## config.mk

```make
export PLATFORM = sky130hd
export DESIGN_NAME = iou_detection_matcher
export DESIGN_NICKNAME = d
export VERILOG_FILES = /design/src/rtl/iou_pkg.sv /design/src/rtl/iou_detection_matcher.sv /design/src/rtl/iou_box_ram.sv /design/src/rtl/iou_overlap_pipe.sv
export SDC_FILE = /design/constraint.sdc
export NUM_CORES = 2
export LEC_CHECK = 0
export ABC_AREA = 1
export CAP_MARGIN = 10
export CORE_UTILIZATION = 45
export DETAILED_ROUTE_END_ITERATION = 8
export DONT_BUFFER_PORTS = 1
export GPL_TIMING_DRIVEN = 1
export PLACE_DENSITY = 0.68
export SYNTH_ARGS = -nofsm -noshare
export SYNTH_HDL_FRONTEND = slang
export SYNTH_HIERARCHICAL = 1
export SYNTH_SLANG_ARGS = --single-unit
```

## constraint.sdc

```tcl
create_clock -name clock -period 14.6 [get_ports clock]
set_clock_uncertainty 0.2 [all_clocks]
set_input_delay 2.92 -clock clock [delete_from_list [all_inputs] [get_ports clock]]
set_output_delay 2.92 -clock clock [all_outputs]
set_load 0.005 [all_outputs]
```

## src/rtl/iou_pkg.sv

```systemverilog
`timescale 1ns / 1ps
`default_nettype none

package iou_pkg;

   // Table size and coordinate width.
   localparam int MAX_TRUTH  = 32;
   localparam int COORD_BITS = 12;

   localparam int SIZE_BITS  = COORD_BITS - 1;
   localparam int EDGE_BITS  = COORD_BITS + 1;
   localparam int DIFF_BITS  = COORD_BITS + 2;
   localparam int AREA_BITS  = 2 * SIZE_BITS;
   localparam int UNION_BITS = AREA_BITS + 1;

   // Threshold is Q0.8 with one extra integer bit so that 256 means 1.0.
   localparam int THR_FRAC    = 8;
   localparam int THR_BITS    = THR_FRAC + 1;
   localparam int PROD_BITS   = THR_BITS + UNION_BITS;
   localparam int SCALED_BITS = AREA_BITS + THR_FRAC;
   localparam int PAD_BITS    = PROD_BITS - SCALED_BITS;

   localparam int IDX_W = (MAX_TRUTH > 1) ? $clog2(MAX_TRUTH) : 1;
   localparam int CNT_W = $clog2(MAX_TRUTH + 1);

   localparam int LARGE_BITS    = 11;
   localparam int CSR_IDX_BITS  = 1;
   localparam int CSR_DATA_BITS = 11;

   localparam logic [THR_BITS-1:0]   THR_RESET   = THR_BITS'(128);
   localparam logic [LARGE_BITS-1:0] LARGE_RESET = LARGE_BITS'(50);

   // Register indexes.
   localparam logic [CSR_IDX_BITS-1:0] CSR_IOU_THRESHOLD = 1'b0;
   localparam logic [CSR_IDX_BITS-1:0] CSR_LARGE_HEIGHT  = 1'b1;

   // Request commands.
   localparam logic [1:0] CMD_LOAD  = 2'd0;
   localparam logic [1:0] CMD_JUDGE = 2'd1;
   localparam logic [1:0] CMD_FRAME = 2'd2;

   // Response kinds.
   localparam logic [1:0] KIND_VERDICT   = 2'd0;
   localparam logic [1:0] KIND_UNMATCHED = 2'd1;
   localparam logic [1:0] KIND_DONE      = 2'd2;

   typedef struct packed {
      logic [1:0]                   command;
      logic signed [COORD_BITS-1:0] box_x;
      logic signed [COORD_BITS-1:0] box_y;
      logic [SIZE_BITS-1:0]         box_width;
      logic [SIZE_BITS-1:0]         box_height;
   } req_payload_type;

   typedef struct packed {
      logic [1:0]                   kind;
      logic                         positive;
      logic                         large_res;
      logic                         no_overlap;
      logic signed [COORD_BITS-1:0] out_x;
      logic signed [COORD_BITS-1:0] out_y;
      logic [SIZE_BITS-1:0]         out_width;
      logic [SIZE_BITS-1:0]         out_height;
      logic                         table_full;
      logic                         last;
   } rsp_payload_type;

   typedef struct packed {
      logic signed [COORD_BITS-1:0] x;
      logic signed [COORD_BITS-1:0] y;
      logic [SIZE_BITS-1:0]         w;
      logic [SIZE_BITS-1:0]         h;
   } truth_box_type;

   typedef struct packed {
      logic             valid;
      logic [IDX_W-1:0] idx;
   } pipe_issue_type;

   typedef struct packed {
      logic             busy;
      logic             valid;
      logic [IDX_W-1:0] idx;
      logic             hit;
      logic             reach;
   } pipe_status_type;

endpackage

`default_nettype wire

```

## src/rtl/iou_detection_matcher.sv

```systemverilog
`timescale 1ns / 1ps
`default_nettype none

// Load request: no response; the matcher stays idle, so a new request can follow in the next cycle.
// Detection request: all stored boxes are swept through the overlap pipe; once it drains the verdict
// is issued, held by any response stall; an empty table skips the sweep. The next request follows it.
// End of frame: each unmatched box is reported in table order, matched boxes are skipped, then the done item.
// Reset (synchronous): clears the box count, matched marks, overflow flag and FSM;
// threshold returns to 128 and large height to 50. Box memory is not cleared.

module iou_detection_matcher (
   input  wire logic                            clock,
   input  wire logic                            reset,
   input  wire logic                            req_valid,
   output logic                                 req_ready,
   input  wire iou_pkg::req_payload_type        req_data,
   output logic                                 rsp_valid,
   input  wire logic                            rsp_ready,
   output iou_pkg::rsp_payload_type             rsp_data,
   input  wire logic                            csr_valid,
   output logic                                 csr_ready,
   input  wire logic [iou_pkg::CSR_IDX_BITS-1:0]  csr_index,
   input  wire logic [iou_pkg::CSR_DATA_BITS-1:0] csr_data
);
   import iou_pkg::*;

   typedef enum logic [6:0] {
      ST_IDLE      = 7'b0000001,
      ST_JUDGE     = 7'b0000010,
      ST_DRAIN     = 7'b0000100,
      ST_VERDICT   = 7'b0001000,
      ST_FLUSH     = 7'b0010000,
      ST_FLUSH_OUT = 7'b0100000,
      ST_DONE      = 7'b1000000
   } state_type;

   state_type state_ff, state_in;

   // Control state.
   logic [CNT_W-1:0]     count_ff, count_in;
   logic [CNT_W-1:0]     idx_ff, idx_in;
   logic [MAX_TRUTH-1:0] marks_ff, marks_in;
   logic                 overflow_ff, overflow_in;
   logic                 pos_ff, pos_in;
   logic                 any_ff, any_in;
   logic                 rsp_valid_ff, rsp_valid_in;
   logic [THR_BITS-1:0]  thr_ff;
   logic [LARGE_BITS-1:0] large_ff;

   // Payload registers.
   rsp_payload_type      rsp_data_ff, rsp_data_in;
   truth_box_type        det_ff;
   logic [AREA_BITS-1:0] det_area_ff;

   logic                 req_accept;
   logic                 slot_free;
   logic                 judge_start;
   logic                 ram_wr_en;
   logic                 ram_rd_en;
   logic [IDX_W-1:0]     cur_idx;
   truth_box_type        req_box;
   truth_box_type        ram_rd_data;
   pipe_issue_type       issue;
   pipe_status_type      pipe_status;

   assign req_ready  = (state_ff == ST_IDLE);
   assign req_accept = req_valid && req_ready;
   assign slot_free  = !rsp_valid_ff || rsp_ready;
   assign csr_ready  = 1'b1;
   assign rsp_valid  = rsp_valid_ff;
   assign rsp_data   = rsp_data_ff;
   assign cur_idx    = idx_ff[IDX_W-1:0];

   assign req_box.x = req_data.box_x;
   assign req_box.y = req_data.box_y;
   assign req_box.w = req_data.box_width;
   assign req_box.h = req_data.box_height;

   assign judge_start = req_accept && (req_data.command == CMD_JUDGE);

   // Loads go into the next free row; a load into a full table is dropped.
   assign ram_wr_en = req_accept && (req_data.command == CMD_LOAD)
                      && (count_ff < CNT_W'(MAX_TRUTH));

   // The sweep reads one row per cycle while judging; the frame flush reads
   // only rows whose box was never matched.
   assign ram_rd_en = (state_ff == ST_JUDGE)
                      || ((state_ff == ST_FLUSH) && (idx_ff != count_ff)
                          && !marks_ff[cur_idx]);

   assign issue.valid = (state_ff == ST_JUDGE);
   assign issue.idx   = cur_idx;

   iou_box_ram u_box_ram (
      .clock   (clock),
      .wr_en   (ram_wr_en),
      .wr_addr (count_ff[IDX_W-1:0]),
      .wr_data (req_box),
      .rd_en   (ram_rd_en),
      .rd_addr (cur_idx),
      .rd_data (ram_rd_data)
   );

   iou_overlap_pipe u_overlap_pipe (
      .clock     (clock),
      .reset     (reset),
      .issue     (issue),
      .truth     (ram_rd_data),
      .det       (det_ff),
      .det_area  (det_area_ff),
      .threshold (thr_ff),
      .status    (pipe_status)
   );

   always_comb begin
      state_in     = state_ff;
      count_in     = count_ff;
      idx_in       = idx_ff;
      marks_in     = marks_ff;
      overflow_in  = overflow_ff;
      pos_in       = pos_ff;
      any_in       = any_ff;
      rsp_valid_in = rsp_valid_ff && !rsp_ready;
      rsp_data_in  = rsp_data_ff;

      // Results leaving the overlap pipe update the verdict and the marks.
      if (pipe_status.valid && pipe_status.hit) begin
         any_in = 1'b1;
         if (pipe_status.reach) begin
            pos_in                    = 1'b1;
            marks_in[pipe_status.idx] = 1'b1;
         end
      end

      case (state_ff)
         ST_IDLE: begin
            if (req_accept) begin
               case (req_data.command)
                  CMD_LOAD: begin
                     if (ram_wr_en) begin
                        marks_in[count_ff[IDX_W-1:0]] = 1'b0;
                        count_in = count_ff + CNT_W'(1);
                     end else begin
                        overflow_in = 1'b1;
                     end
                  end
                  CMD_JUDGE: begin
                     pos_in   = 1'b0;
                     any_in   = 1'b0;
                     idx_in   = '0;
                     state_in = (count_ff == '0) ? ST_VERDICT : ST_JUDGE;
                  end
                  CMD_FRAME: begin
                     idx_in   = '0;
                     state_in = ST_FLUSH;
                  end
                  default: begin
                     // The unused command is dropped without a response.
                  end
               endcase
            end
         end
         ST_JUDGE: begin
            if (idx_ff == count_ff - CNT_W'(1)) begin
               state_in = ST_DRAIN;
            end else begin
               idx_in = idx_ff + CNT_W'(1);
            end
         end
         ST_DRAIN: begin
            if (!pipe_status.busy) begin
               state_in = ST_VERDICT;
            end
         end
         ST_VERDICT: begin
            if (slot_free) begin
               rsp_valid_in           = 1'b1;
               rsp_data_in.kind       = KIND_VERDICT;
               rsp_data_in.positive   = pos_ff;
               rsp_data_in.large_res  = ({1'b0, det_ff.h} > {1'b0, large_ff});
               rsp_data_in.no_overlap = !any_ff;
               rsp_data_in.out_x      = det_ff.x;
               rsp_data_in.out_y      = det_ff.y;
               rsp_data_in.out_width  = det_ff.w;
               rsp_data_in.out_height = det_ff.h;
               rsp_data_in.table_full = 1'b0;
               rsp_data_in.last       = 1'b1;
               state_in               = ST_IDLE;
            end
         end
         ST_FLUSH: begin
            if (idx_ff == count_ff) begin
               state_in = ST_DONE;
            end else if (marks_ff[cur_idx]) begin
               idx_in = idx_ff + CNT_W'(1);
            end else begin
               state_in = ST_FLUSH_OUT;
            end
         end
         ST_FLUSH_OUT: begin
            if (slot_free) begin
               rsp_valid_in           = 1'b1;
               rsp_data_in.kind       = KIND_UNMATCHED;
               rsp_data_in.positive   = 1'b0;
               rsp_data_in.large_res  = 1'b0;
               rsp_data_in.no_overlap = 1'b0;
               rsp_data_in.out_x      = ram_rd_data.x;
               rsp_data_in.out_y      = ram_rd_data.y;
               rsp_data_in.out_width  = ram_rd_data.w;
               rsp_data_in.out_height = ram_rd_data.h;
               rsp_data_in.table_full = 1'b0;
               rsp_data_in.last       = 1'b0;
               idx_in                 = idx_ff + CNT_W'(1);
               state_in               = ST_FLUSH;
            end
         end
         ST_DONE: begin
            if (slot_free) begin
               rsp_valid_in           = 1'b1;
               rsp_data_in.kind       = KIND_DONE;
               rsp_data_in.positive   = 1'b0;
               rsp_data_in.large_res  = 1'b0;
               rsp_data_in.no_overlap = 1'b0;
               rsp_data_in.out_x      = '0;
               rsp_data_in.out_y      = '0;
               rsp_data_in.out_width  = '0;
               rsp_data_in.out_height = '0;
               rsp_data_in.table_full = overflow_ff;
               rsp_data_in.last       = 1'b1;
               count_in               = '0;
               marks_in               = '0;
               overflow_in            = 1'b0;
               state_in               = ST_IDLE;
            end
         end
         default: begin
            state_in = ST_IDLE;
         end
      endcase
   end

   always_ff @(posedge clock) begin
      if (reset) begin
         state_ff     <= ST_IDLE;
         count_ff     <= '0;
         idx_ff       <= '0;
         marks_ff     <= '0;
         overflow_ff  <= 1'b0;
         pos_ff       <= 1'b0;
         any_ff       <= 1'b0;
         rsp_valid_ff <= 1'b0;
         thr_ff       <= THR_RESET;
         large_ff     <= LARGE_RESET;
      end else begin
         state_ff     <= state_in;
         count_ff     <= count_in;
         idx_ff       <= idx_in;
         marks_ff     <= marks_in;
         overflow_ff  <= overflow_in;
         pos_ff       <= pos_in;
         any_ff       <= any_in;
         rsp_valid_ff <= rsp_valid_in;
         if (csr_valid && csr_ready) begin
            case (csr_index)
               CSR_IOU_THRESHOLD: thr_ff   <= csr_data[THR_BITS-1:0];
               CSR_LARGE_HEIGHT:  large_ff <= csr_data[LARGE_BITS-1:0];
               default: begin
               end
            endcase
         end
      end
   end

   // The detection box and its area are held for the whole sweep.
   always_ff @(posedge clock) begin
      rsp_data_ff <= rsp_data_in;
      if (judge_start) begin
         det_ff      <= req_box;
         det_area_ff <= {{SIZE_BITS{1'b0}}, req_data.box_width}
                        * {{SIZE_BITS{1'b0}}, req_data.box_height};
      end
   end

   // The box count never passes the table size.
   a_count_bound: assert property (@(posedge clock) disable iff (reset)
      count_ff <= CNT_W'(MAX_TRUTH))
      else $error("box count exceeds table size");

   // A new request is only taken once the overlap pipe has drained.
   a_idle_pipe_empty: assert property (@(posedge clock) disable iff (reset)
      req_ready |-> !pipe_status.busy)
      else $error("request taken while the overlap pipe is busy");

   // A box reported as unmatched never carries a matched mark.
   a_flush_unmatched: assert property (@(posedge clock) disable iff (reset)
      (state_ff == ST_FLUSH_OUT) |-> !marks_ff[cur_idx])
      else $error("matched box reported as unmatched");

   // Issuing the done item empties the table for the next frame.
   a_frame_cleared: assert property (@(posedge clock) disable iff (reset)
      (state_ff == ST_DONE && slot_free)
      |=> (count_ff == '0 && marks_ff == '0 && !overflow_ff))
      else $error("table not cleared at end of frame");

endmodule

`default_nettype wire

```

## src/rtl/iou_box_ram.sv

```systemverilog
`timescale 1ns / 1ps
`default_nettype none

module iou_box_ram (
   input  wire logic                  clock,
   input  wire logic                  wr_en,
   input  wire logic [iou_pkg::IDX_W-1:0] wr_addr,
   input  wire iou_pkg::truth_box_type wr_data,
   input  wire logic                  rd_en,
   input  wire logic [iou_pkg::IDX_W-1:0] rd_addr,
   output iou_pkg::truth_box_type     rd_data
);
   import iou_pkg::*;

   truth_box_type mem_ff [MAX_TRUTH];
   truth_box_type rd_data_ff;

   always_ff @(posedge clock) begin
      if (wr_en) begin
         mem_ff[wr_addr] <= wr_data;
      end
   end

   // Read data is registered and holds until the next read.
   always_ff @(posedge clock) begin
      if (rd_en) begin
         rd_data_ff <= mem_ff[rd_addr];
      end
   end

   assign rd_data = rd_data_ff;

endmodule

`default_nettype wire

```

## src/rtl/iou_overlap_pipe.sv

```systemverilog
`timescale 1ns / 1ps
`default_nettype none

module iou_overlap_pipe (
   input  wire logic                       clock,
   input  wire logic                       reset,
   input  wire iou_pkg::pipe_issue_type    issue,
   input  wire iou_pkg::truth_box_type     truth,
   input  wire iou_pkg::truth_box_type     det,
   input  wire logic [iou_pkg::AREA_BITS-1:0] det_area,
   input  wire logic [iou_pkg::THR_BITS-1:0]  threshold,
   output iou_pkg::pipe_status_type        status
);
   import iou_pkg::*;

   // Stage R: aligns with the registered memory read data.
   logic             r_valid_ff;
   logic [IDX_W-1:0] r_idx_ff;
   // Stage A: intersection extents.
   logic             a_valid_ff;
   logic [IDX_W-1:0] a_idx_ff;
   logic             a_hit_ff;
   logic [SIZE_BITS-1:0] a_iw_ff, a_ih_ff, a_tw_ff, a_th_ff;
   // Stage B: intersection and stored-box areas.
   logic             b_valid_ff;
   logic [IDX_W-1:0] b_idx_ff;
   logic             b_hit_ff;
   logic [AREA_BITS-1:0] b_inter_ff, b_tarea_ff;
   // Stage C: union area.
   logic             c_valid_ff;
   logic [IDX_W-1:0] c_idx_ff;
   logic             c_hit_ff;
   logic [AREA_BITS-1:0]  c_inter_ff;
   logic [UNION_BITS-1:0] c_union_ff;
   // Stage D: threshold product and scaled intersection.
   logic             d_valid_ff;
   logic [IDX_W-1:0] d_idx_ff;
   logic             d_hit_ff;
   logic [PROD_BITS-1:0]   d_prod_ff;
   logic [SCALED_BITS-1:0] d_scaled_ff;

   logic signed [EDGE_BITS-1:0]  t_end_x, d_end_x, t_end_y, d_end_y;
   logic signed [EDGE_BITS-1:0]  min_end_x, min_end_y;
   logic signed [COORD_BITS-1:0] max_x, max_y;
   logic [DIFF_BITS-1:0]         iw, ih;
   logic                         iw_pos, ih_pos;

   // The overlap along one axis is min(right edges) - max(left edges).
   always_comb begin
      t_end_x = {truth.x[COORD_BITS-1], truth.x} + {2'b00, truth.w};
      d_end_x = {det.x[COORD_BITS-1], det.x} + {2'b00, det.w};
      t_end_y = {truth.y[COORD_BITS-1], truth.y} + {2'b00, truth.h};
      d_end_y = {det.y[COORD_BITS-1], det.y} + {2'b00, det.h};
      min_end_x = (t_end_x < d_end_x) ? t_end_x : d_end_x;
      min_end_y = (t_end_y < d_end_y) ? t_end_y : d_end_y;
      max_x = (truth.x > det.x) ? truth.x : det.x;
      max_y = (truth.y > det.y) ? truth.y : det.y;
      iw = {min_end_x[EDGE_BITS-1], min_end_x} - {{2{max_x[COORD_BITS-1]}}, max_x};
      ih = {min_end_y[EDGE_BITS-1], min_end_y} - {{2{max_y[COORD_BITS-1]}}, max_y};
      iw_pos = !iw[DIFF_BITS-1] && (iw != '0);
      ih_pos = !ih[DIFF_BITS-1] && (ih != '0);
   end

   always_ff @(posedge clock) begin
      if (reset) begin
         r_valid_ff <= 1'b0;
         a_valid_ff <= 1'b0;
         b_valid_ff <= 1'b0;
         c_valid_ff <= 1'b0;
         d_valid_ff <= 1'b0;
      end else begin
         r_valid_ff <= issue.valid;
         a_valid_ff <= r_valid_ff;
         b_valid_ff <= a_valid_ff;
         c_valid_ff <= b_valid_ff;
         d_valid_ff <= c_valid_ff;
      end
   end

   always_ff @(posedge clock) begin
      r_idx_ff <= issue.idx;

      a_idx_ff <= r_idx_ff;
      a_hit_ff <= iw_pos && ih_pos;
      a_iw_ff  <= iw[SIZE_BITS-1:0];
      a_ih_ff  <= ih[SIZE_BITS-1:0];
      a_tw_ff  <= truth.w;
      a_th_ff  <= truth.h;

      b_idx_ff   <= a_idx_ff;
      b_hit_ff   <= a_hit_ff;
      b_inter_ff <= {{SIZE_BITS{1'b0}}, a_iw_ff} * {{SIZE_BITS{1'b0}}, a_ih_ff};
      b_tarea_ff <= {{SIZE_BITS{1'b0}}, a_tw_ff} * {{SIZE_BITS{1'b0}}, a_th_ff};

      c_idx_ff   <= b_idx_ff;
      c_hit_ff   <= b_hit_ff;
      c_inter_ff <= b_inter_ff;
      c_union_ff <= {1'b0, b_tarea_ff} + {1'b0, det_area} - {1'b0, b_inter_ff};

      d_idx_ff    <= c_idx_ff;
      d_hit_ff    <= c_hit_ff;
      d_prod_ff   <= {{UNION_BITS{1'b0}}, threshold} * {{THR_BITS{1'b0}}, c_union_ff};
      d_scaled_ff <= {c_inter_ff, {THR_FRAC{1'b0}}};
   end

   always_comb begin
      status.busy  = r_valid_ff || a_valid_ff || b_valid_ff || c_valid_ff || d_valid_ff;
      status.valid = d_valid_ff;
      status.idx   = d_idx_ff;
      status.hit   = d_hit_ff;
      status.reach = d_hit_ff && ({{PAD_BITS{1'b0}}, d_scaled_ff} >= d_prod_ff);
   end

endmodule

`default_nettype wire

```

-- After elaboration in Yosys (flattened, before gate mapping)
Memories as Yosys holds them, arrays and structs flattened. A register that Yosys moved wholly into a read port is not among the register bits.
Cells that the tools add are included.
- output and inout bits: 56
- memories kept: 1
- register bits after elaboration: 417
- bits of input ports: 65
- bits in writable memories: 1472
- memory list (memory ; words ; width ; rd ports ; clocked after memory_dff ; wr ports ; RTL line ; RTL):
    u_box_ram.mem_ff ; 32 ; 46 ; 1 ; 1 ; 1 ; iou_box_ram.sv:15 ; truth_box_type mem_ff [MAX_TRUTH];
- bitwise operators: 4
- multiplexer cells: 61
- reduce and logical (&&, ||, !) cells: 43
- add/subtract/negate cells: 11
- eq/ne operators: 28
- multiply operators: 4
- order comparisons: 12
- operators by type and width (cell ; number):
    32-bit two-way mux ; 6
    53-bit two-way mux ; 3
    53-bit one-hot mux with 3 select lines ; 1
    11-bit by 11-bit multiplier with 22-bit output ; 3
    32-bit one-hot mux with 2 select lines ; 1
    6-bit two-way mux ; 10
    12-bit by 12-bit adder with 13-bit output ; 4
    7-bit two-way mux ; 7
    7-bit one-hot mux with 6 select lines ; 1
    32-bit bitwise AND ; 1
    30-bit by 32-bit greater-or-equal comparator with 1-bit output ; 1
    9-bit by 23-bit multiplier with 32-bit output ; 1
    32-bit NOT ; 1
    32-bit OR ; 1
    14-bit nonzero test ; 2
    13-bit by 12-bit subtractor with 14-bit output ; 2
    13-bit < comparator ; 2
    13-bit two-way mux ; 2
    12-bit > comparator ; 2
    12-bit two-way mux ; 2
    6-bit one-hot mux with 4 select lines ; 1
    22-bit by 22-bit adder with 23-bit output ; 1
    23-bit by 22-bit subtractor with 23-bit output ; 1
    1-bit two-way mux ; 20
    other kinds (42) ; 87

-- Depth between registers and ports, before layout
- depth in word-level cells: 12
- gate-level depth with buffers: 42
- gate-level depth less buffers: 41

-- By module
Netlist, hierarchy kept.
- modules (own cells, without submodules) (module ; area each (um^2) ; instances ; seq. area each (um^2) ; cells each):
    iou_box_ram ; 60621.9 ; 1 ; 45583.7 ; 5060
    iou_overlap_pipe ; 26887.0 ; 1 ; 4424.2 ; 3480
    iou_detection_matcher ; 13188.9 ; 1 ; 5134.9 ; 1599

-- Least setup slack after synthesis
No wires, ideal clock.
- path type: input-to-reg
- start point: input req_data[2] (netlist bit)
- end point: register det_area_ff[17], data pin
- buffers on the path: 1
- stages: 17
- slack: 7.102 ns
- setup time: 0.258 ns
- arrival: 7.040 ns
- path through: clkbuf_1 nand2_1 fa_1 fa_1 inv_1 fa_1 fa_1 inv_1 fa_1 inv_1 ha_1 nand2_1 o21ai_0 a21oi_1 o21ai_0 a21oi_1 xnor2_1
- cells in the longest elaborated chain, start to end: 1
- RTL lines (element ; RTL line ; RTL):
    start, declared ; iou_detection_matcher.sv:16 ; input wire iou_pkg::req_payload_type req_data,
    11-bit by 11-bit multiplier with 22-bit output ; iou_detection_matcher.sv:280 ; * {{SIZE_BITS{1'b0}}, req_data.box_height};
    end signal, assigned ; iou_detection_matcher.sv:279 ; det_area_ff <= {{SIZE_BITS{1'b0}}, req_data.box_width}
    end, declared ; iou_detection_matcher.sv:53 ; logic [AREA_BITS-1:0] det_area_ff;
Every way passes these cells.
A chain may end at the register's enable or synchronous reset.

-- Worst setup path after layout
- start point: input req_data[2] (netlist bit)
- end point: register det_area_ff[15], data pin
Same word-level chain as after synthesis.

==> summary.txt <==
Run status
  – Status: finished, final reports clean

Die
  – Die area: 226000 um2
  – Die Y: 475 um
  – Die width: 475 um
  – Core Footprint: 222000 um2
  – Initial Utilization: 45.3%
  – Row count: 173
  – # IOs: 121

Layout
  – # fillers: 19902
  – Layout Cells excl Fill: 13076
  – Synth-to-Final Area Change: 8.63%
  – Total Nets Final: 10827
  – Register area: 55200 um2
  – Share of layout cells above drive strength 1: 4.90%
  – Multi-input logic area: 39200 um2

Yosys
  – Post-synth EDFFs: 1639
  – FF+latch count, synth: 1935
  – Synth Flop Type: edfxtp_1
  – Synth Area per Inst: 9.93 um2
  – Synth Instances: 10139
  – Top-count cell post-synth: nand2_1
  – Synth area leader: edfxtp_1
  – Cell variety after synth: 58
  – Synthesis Warnings: 6
  – Post-synthesis sequential area ratio: 54.8%
  – Syn Nets: 11032
  – Top post-synthesis cells by area: edfxtp_1 49%, nand2_1 12%, fa_1 8.3%
  – Top post-synthesis cells by count: 3309 x nand2_1, 1639 x edfxtp_1, 1346 x nand3_1, 1142 x inv_1, 416 x fa_1
  – Cell Area, Synth: 101000 um2
  – Ys async rst share: 0%
  – Synth top area share: 48.9%

Critical path
  – Crit-path max FO: 44
  – Critical path startpoint: req_data[2]
  – Crit Reg-Reg Endpoint: u_overlap_pipe/a_hit_ff$_DFF_P_
  – Crit end category: register
  – CP Capture Point: det_area_ff[15]$_DFFE_PP_
  – Worst reg2reg path depth: 37
  – Critical Path Start Type: primary input
  – Req. time, crit path: 14970 ps
  – R2R Path Start: det_ff[34]$_DFFE_PP_
  – Kind of critical path: primary input to register
  – R2R setup slack: 8530 ps
  – Arr. time, crit path: 7170 ps

Timing
  – Fin crit share: 46.6%
  – Final hold viol count: 0
  – Minimum clock period: 6800 ps
  – Fmax: 147 MHz
  – TNS Setup: 0 ps
  – Hold slack final: 90.9 ps
  – RSZ-0062 raised after global routing: no
  – Setup violators final: 0
  – Pins Over Slew Limit: 0
  – Slew headroom: 26.8%
  – Worst Tran Pin Value: 1100 ps

Drt
  – Drt pass-1 iters: 8
  – DRT iter0 DRCs: 6563
  – DRC viols: 0
  – Post-Route WL: 280000 um
  – Wire per inst: 21.4 um
  – Vias: 71405
  – Via/cell ratio: 5.46
  – Post-route ant nets: 0

Pwr
  – Max VDD drop: 0.830 mV
  – Internal: 0.0144 W
  – Power share of the combinational group: 54.4%
  – Register share of total power: 27.0%
  – Net Switching: 0.0117 W
  – Leakage: 46.2 nW
  – Net Sw Frac: 44.7%
  – Clk pwr share: 18.6%
  – Cell Pwr Density: 239 nW/um2

Clock tree
  – Worst-skew pair later-pin latency: 860 ps
  – Num Clock Sinks: 1935
  – # resized after CTS: 0
  – Root buffer cell: clkbuf_16
  – Setup bufs post-CTS: 0
  – Clock-pin slew on the worst setup and hold paths: 60 ps
  – CTS H-Tree Depth: 4
  – CTS hold repair buffers: 0
  – Total CTS buffers: 193
  – CTS tree: done
  – Clock buffer depth: 3

GRT
  – GRT overflow: 0
  – Largest net degree at the start of global routing: 192
  – Total GRT Usage: 24.7%
  – First-pass GRT wire length: 422000 um
  – Initial antenna violation count: 18
  – Number of global-route vias before repair: 69919

Flow run
  – Max-cap violation count: 0

Worst hold path
  – Hold Crit Class: register to register

Placed design
  – Post-DP HPWL: 175000 um
  – GPL Wtd Cong: 0.920
  – Cells after DPL: 12714
  – IO Port Bufs: 0
## layout by cell type (no fill, tap or decap), types with 39 or more instances in the layout
cell type,n
xor2_1,97
dfxtp_1,291
ha_1,412
clkinv_2,39
nor3_1,62
edfxtp_1,1639
clkbuf_1,41
nand2_1,3308
nor2_1,179
inv_1,1139
buf_4,71
fa_1,416
nand3_1,1346
nor2_4,40
a21oi_1,272
o21ai_0,155
clkbuf_16,195
xnor2_1,61
## power groups by stage
stage / Sequential (W) / Combinational (W) / Clock, W
after CTS: 0.00704 / 0.0142 / 0.00493
after global routing: 0.00707 / 0.0162 / 0.00514
after floorplan: 0.00678 / 0.0109 / 0
after global placement: 0.00715 / 0.0139 / 0
final: 0.00705 / 0.0142 / 0.00486
after detailed placement: 0.00716 / 0.0141 / 0
## worst max-delay path, stage by stage
cell	delay [ps]
nand2_1	100
fa_1	540
inv_1	60
fa_1	500
fa_1	510
fa_1	490
inv_1	50
fa_1	470
inv_1	40
ha_1	360
nand2_1	130
nor2_1	200
inv_1	50
o21ai_0	370
nand3_1	130
nand2_1	110
xor2_1	60
## metal layers
metal | part of all wire, % | vias up | wire length [um] | global-route usage [%]
met5 | 0.021 | - | 58 | 0
met4 | 4.3 | 8 | 12100 | 10.7
met2 | 48 | 3022 | 135000 | 41.2
li1 | - | 32868 | - | -
met1 | 40 | 34923 | 112000 | 31.3
met3 | 7.8 | 584 | 22000 | 4.35
## registers in the layout (all words and copies together), names as in the netlist, 23 cells and up
| register | cells |
|---|---|
| u_overlap_pipe/c_union_ff | 23 |
| u_box_ram/mem_ff | 1472 |
| u_box_ram/rd_data | 46 |
| det_ff | 46 |
| u_overlap_pipe/d_prod_ff | 32 |
| marks_ff | 32 |
| rsp_data | 53 |
## cell families after synthesis
group | synth area share (%)
and+or+nand+nor | 21.1
DFF | 54.8
buffers and inverters | 6.54
adders and majority gates | 13.4
AOI/OAI and AO/OA | 2.86
xor gates and xnor gates | 1.37
other | 0.00372
## stage by stage
stage          utilization (%)  area, um2  setup slack [ps]  total power [W]
6_report                  49.2     109000              7800           0.0261
5_1_grt                   49.2     109000              7580           0.0284
4_1_cts                   49.2     109000              7900           0.0262
3_5_place_dp              46.4     103000              7020           0.0212
3_3_place_gp              46.4     103000              7050           0.0210
2_1_floorplan                -     101000              7100           0.0176
## final cells by class
cell class,instances,area share [%]
flip-flops and latches,1935,50.4
multi-input cells,6570,35.9
clock buffers,244,4.70
inverters,1158,4.01
well taps,2975,3.40
clock inverters,109,0.991
repair buffers,76,0.579
diodes,9,0.0206
## how the worst min path moves through the flow
stage,depth (start not counted),to,slack [ps],start
after floorplan,0,u_overlap_pipe/a_idx_ff[0]$_DFF_P_,110,u_overlap_pipe/r_idx_ff[0]$_DFF_P_
after global placement,0,u_overlap_pipe/b_idx_ff[2]$_DFF_P_,110,u_overlap_pipe/a_idx_ff[2]$_DFF_P_
after detailed placement,0,u_overlap_pipe/d_scaled_ff[19]$_DFF_P_,110,u_overlap_pipe/c_inter_ff[11]$_DFF_P_
after CTS,0,u_overlap_pipe/d_scaled_ff[19]$_DFF_P_,100,u_overlap_pipe/c_inter_ff[11]$_DFF_P_
after global routing,0,u_overlap_pipe/d_scaled_ff[19]$_DFF_P_,100,u_overlap_pipe/c_inter_ff[11]$_DFF_P_
final,0,u_overlap_pipe/d_scaled_ff[19]$_DFF_P_,90,u_overlap_pipe/c_inter_ff[11]$_DFF_P_
Note: power is estimated with default switching activity, not from simulation.
